**config.mk**
```make
export PLATFORM = sky130hd
export DESIGN_NAME = rhc_div
export DESIGN_NICKNAME = d
export VERILOG_FILES = /design/src/sv/rhc_div.sv
export SDC_FILE = /design/constraint.sdc
export NUM_CORES = 1
export LEC_CHECK = 0
export BUFFER_PORTS_ARGS = -buffer_cell sky130_fd_sc_hd__buf_4
export CAP_MARGIN = 20
export CORE_MARGIN = 4
export CORE_UTILIZATION = 60
export DETAILED_ROUTE_END_ITERATION = 12
export PLACE_DENSITY = 0.8
export SYNTH_ARGS = -nofsm -noshare
export SYNTH_HDL_FRONTEND = slang
export SYNTH_SLANG_ARGS = --single-unit
```
**constraint.sdc**
```tcl
create_clock -name aclk -period 7.45 [get_ports aclk]
set_clock_uncertainty 0.15 [all_clocks]
set_input_delay 1.49 -clock aclk [delete_from_list [all_inputs] [get_ports aclk]]
set_output_delay 1.49 -clock aclk [all_outputs]
set_load 0.01 [all_outputs]
```
**src/sv/rhc_div.sv**
```systemverilog
// Pipelined restoring divider that retires one quotient bit per register stage.
`default_nettype none
module rhc_div #(
    parameter int NW = 27,
    parameter int DB = 14,
    parameter int QB = 14
) (
    input  logic          aclk,
    input  logic          en,
    input  logic [NW-1:0] num,
    input  logic [DB-1:0] den,
    output logic [QB-1:0] quo
);

    localparam int XW = QB + DB;

    logic [XW-1:0] num_x;
    logic [DB-1:0] rem_reg [QB-1];
    logic [DB-1:0] rem_next [QB-1];
    logic [DB-1:0] dv_reg [QB-1];
    logic [QB-1:0] lo_reg [QB-1];
    logic [QB-1:0] lo_next [QB-1];
    logic [QB-1:0] q_reg [QB];
    logic [QB-1:0] q_next [QB];

    assign num_x = XW'(num);

    generate
        for (genvar i = 0; i < QB; i++) begin : g_step
            logic [DB-1:0] rem_in;
            logic [DB-1:0] dv_in;
            logic [QB-1:0] lo_in;
            logic [QB-1:0] q_in;
            logic [DB:0]   trial;
            logic          ge;

            if (i == 0) begin : g_first
                // The quotient bound keeps the upper part below the divisor.
                assign rem_in = num_x[XW-1:QB];
                assign lo_in  = num_x[QB-1:0];
                assign q_in   = '0;
                assign dv_in  = den;
            end else begin : g_next
                assign rem_in = rem_reg[i-1];
                assign lo_in  = lo_reg[i-1];
                assign q_in   = q_reg[i-1];
                assign dv_in  = dv_reg[i-1];
            end

            always_comb begin
                trial     = {rem_in, lo_in[QB-1]};
                ge        = (trial >= {1'b0, dv_in});
                q_next[i] = {q_in[QB-2:0], ge};
            end

            always_ff @(posedge aclk) begin
                if (en) begin
                    q_reg[i] <= q_next[i];
                end
            end

            if (i < QB - 1) begin : g_carry
                always_comb begin
                    rem_next[i] = ge ? DB'(trial - {1'b0, dv_in}) : DB'(trial);
                    lo_next[i]  = lo_in << 1;
                end

                always_ff @(posedge aclk) begin
                    if (en) begin
                        rem_reg[i] <= rem_next[i];
                        lo_reg[i]  <= lo_next[i];
                        dv_reg[i]  <= dv_in;
                    end
                end
            end
        end
    endgenerate

    assign quo = q_reg[QB-1];

endmodule
`default_nettype wire

```
==> flow_summary.toml <==
[global_route]
grt_pass1_wl_mm = 87.2
grt_overflow = 0
grt_max_degree = 127
via_count_of_the_first_global_routing_pass = 17400
grt.total_usage = 0.209
initial_antenna_violation_count = 0

[yosys]
syn_area_um2 = 28600
yosys_most_used_dff = "sky130_fd_sc_hd__edfxtp_1"
netlist_instances = 2234
ys_seq_area_frac = 0.588
synth_cell_type_count = 77
number_of_enable_flip_flop_cells_after_synthesis = 560
ys_seq_elements = 560
avgSynthCellArea_um2 = 12.8
synth_top_cell_area_share = 0.588
asyncSetResetFlopFracSynth = 0
yosysWarnings = 0
synthTopCellsByArea = "sky130_fd_sc_hd__edfxtp_1 (59%), sky130_fd_sc_hd__ha_1 (9.1%), sky130_fd_sc_hd__mux2_2 (4.4%)"
postSynthNetCount = 2498
synthDominantAreaCellType = "sky130_fd_sc_hd__edfxtp_1"

[sta]
final_min_period_over_clock_period = 0.511
count_of_pins_over_their_slew_limit = 0
worst_relative_slew_slack = 0.288
finalCriticalPeriod_ns = 3.81
fin_setup_tns_ns = 0
setup_viol = 0
timing_worst_slew_pin_value_ns = 1.06
hold_violations = 0
grt_setup_unrepaired = "false"
fmaxAchievable_ghz = 0.263
final_critical_path_setup_slack_ns = 3.64

[placement]
hpwlAfterDp_mm = 37.3
pre_cts_setup_slack_ns = 3.04
port_buffers = 56
globalplace.congestion = 0.906

[detailed_routing]
route.vias.total = 17600
drc = 0
drt.antenna.violating_nets = 0
post_drt_wl_per_cell_um = 17.8
routed_via_density = 5.88
drtIter0Drc = 1491
detail_route.first_pass.iterations = 5
detail_route.wirelength_mm = 53.0

[finish]
finalNetCount = 2594
area_taken_by_multi_input_logic_gates_um2 = 10600
post-route-util = 0.675
final-seq-area_um2 = 16800
antenna_cells = 0
area_growth_pct = 10.6
post_route_cells_drive_above_1_share = 0.128
final_layout_fill_cell_count = 3338

[setup_path]
delay_of_the_slowest_critical_path_stage_ns = 0.41
crit_path_start_kind = "primary input"
worst_ep_required_time_ns = 7.65
r2r.worst_path.cells = 8
critPathKind = "primary input to register"
rr_endpoint = "rem_reg[5][23]$_DFFE_PP_"
r2r_slack_ns = 3.96
cp_slowest_cell = "sky130_fd_sc_hd__fa_1"
critical_path.endpoint_type = "register"
timing.rr.start = "rem_reg[5][7]$_DFFE_PP_"
launching_element_of_the_worst_setup_path = "num[13]"
worst-endpoint-arrival_ns = 4.01
critPathCapture = "rem_reg[0][6]$_DFFE_PP_"
critical_path_peak_fanout = 12
crit_path_cell_trace = "buf_4, inv_1, ha_1, inv_1, fa_1, a21o_1, a21oi_1, o21bai_1, a21oi_1, o31a_2, o21a_4, inv_2, mux2_2"

[die]
initial_utilization = 0.610
fp.dieArea_um2 = 51200
ioPinCount = 57
floorplan.die.width_um = 226
chipHeight_um = 226
core_region_area_um2 = 46900
rows = 79

[power]
worst_ir_drop_vdd_mv = 0.207
cellPowerDensity_nw_per_um2 = 404
leakage_nw = 12.7

[cts]
cts_hold_buffers = 0
ctsHtreeMaxLevel = 2
cts.reportedPaths.clkPinSlew_ns = 0.06
post_cts_resize_count = 0
numCtsBuffers = 59
max-clock-path-buffers = 3
cts-root-buf = "sky130_fd_sc_hd__clkbuf_16"
tritoncts_clock_tree = "yes"
clock_sink_count = 560
worst_skew_pair.late_latency_ns = 0.60
post_cts.repair.setup_buffers = 0

[job]
number_of_max_cap_violations = 0

[min_path]
hp-class = "register to register"

[status]
outcome = "finished clean"
-- power by group --
| part | switching [mW] | total [mW] | internal, mW |
|---|---|---|---|
| Sequential | 0.368 | 4.86 | 4.49 |
| Clock | 1.19 | 2.88 | 1.69 |
| Combinational | 2.69 | 5.02 | 2.33 |
-- per-layer routing --
metal	up-vias	share of wire	GRT usage
met4	0	0.031	0.0756
met3	129	0.049	0.0326
li1	8452	-	-
met1	8487	0.44	0.283
met5	-	0	0
met2	497	0.48	0.348
-- worst max-delay path: cells and delay by family --
family	cells	cell delay, ns
fa+ha+maj	2	0.58
buf+inv	4	0.37
mux	1	0.31
compound gates	6	1.26
-- cell usage in the layout, fill, tap and decap left out, types with 50 or more instances in the layout --
cell / instances
sky130_fd_sc_hd__a21o_1: 50
sky130_fd_sc_hd__buf_4: 59
sky130_fd_sc_hd__a21oi_1: 155
sky130_fd_sc_hd__nand2_1: 82
sky130_fd_sc_hd__mux2_2: 112
sky130_fd_sc_hd__o21ai_0: 92
sky130_fd_sc_hd__xnor2_1: 80
sky130_fd_sc_hd__edfxtp_1: 560
sky130_fd_sc_hd__ha_1: 208
sky130_fd_sc_hd__inv_1: 273
sky130_fd_sc_hd__nor2_1: 141
sky130_fd_sc_hd__clkbuf_16: 61
-- synth_stat cells (all sizes together) (9+ instances only) --
| cell type | n |
|---|---|
| inv | 274 |
| or3 | 14 |
| nor3 | 44 |
| nand2 | 82 |
| nor2 | 141 |
| ha | 208 |
| a21boi | 12 |
| nand3 | 29 |
| xnor2 | 80 |
| o31a | 9 |
| mux2i | 11 |
| clkbuf | 9 |
| o41ai | 10 |
| a21oi | 155 |
| a21o | 52 |
| buf | 20 |
| a31oi | 21 |
| nand2b | 11 |
| nor2b | 17 |
| o21bai | 12 |
| mux2 | 118 |
| o31ai | 14 |
| o21ai | 95 |
| nand4 | 18 |
| a211oi | 17 |
| or2 | 9 |
| edfxtp | 560 |
| fa | 13 |
| o21a | 32 |
| and3 | 19 |
| xor2 | 36 |
| and2 | 10 |
-- cells by family after synthesis --
family / after synthesis / synth area share
multiplexers: 129 / 0.0505
AND/OR/NAND/NOR: 421 / 0.0718
XOR/XNOR: 116 / 0.0355
buffers and inverters: 303 / 0.0421
flip-flops: 560 / 0.588
AO/OA/AOI/OAI: 484 / 0.112
adder cells (fa/ha/maj): 221 / 0.100
-- cell type report --
type                    instances  area share
clock inverters                45      0.0118
clock buffers                  65      0.0488
multi-input cells            1371       0.334
inverters                     274      0.0325
flip-flops and latches        560       0.532
repair buffers                 64      0.0169
well taps                     607      0.0240
-- metrics by stage --
| stage | total power, mW | cell area (um2) | hold slack (ns) | cells |
|---|---|---|---|---|
| 6_report | 12.8 | 31600 | 0.265 | 2986 |
| 5_1_grt | 13.6 | 31600 | 0.269 | 2986 |
| 4_1_cts | 12.8 | 31600 | 0.265 | 2985 |
| 3_5_place_dp | 9.80 | 29700 | 0.255 | 2875 |
| 3_3_place_gp | 9.56 | 29700 | 0.250 | 2875 |
| 2_1_floorplan | 8.71 | 28600 | 0.250 | 2234 |
-- how the worst min path moves through the flow --
stage | from | depth (start not counted) | endpoint | slack, ns
floorplan | lo_reg[0][0]$_DFFE_PP_ | 0 | lo_reg[0][14]$_DFFE_PP_ | 0.25
global placement | q_reg[0][101]$_DFFE_PP_ | 0 | q_reg[1][4]$_DFFE_PP_ | 0.25
detailed placement | lo_reg[0][21]$_DFFE_PP_ | 0 | lo_reg[0][35]$_DFFE_PP_ | 0.25
CTS | q_reg[1][20]$_DFFE_PP_ | 0 | q_reg[1][35]$_DFFE_PP_ | 0.27
global route | q_reg[1][18]$_DFFE_PP_ | 0 | q_reg[1][33]$_DFFE_PP_ | 0.27
finish | q_reg[1][63]$_DFFE_PP_ | 0 | q_reg[1][78]$_DFFE_PP_ | 0.26
Note: power is estimated with default switching activity, not from simulation.
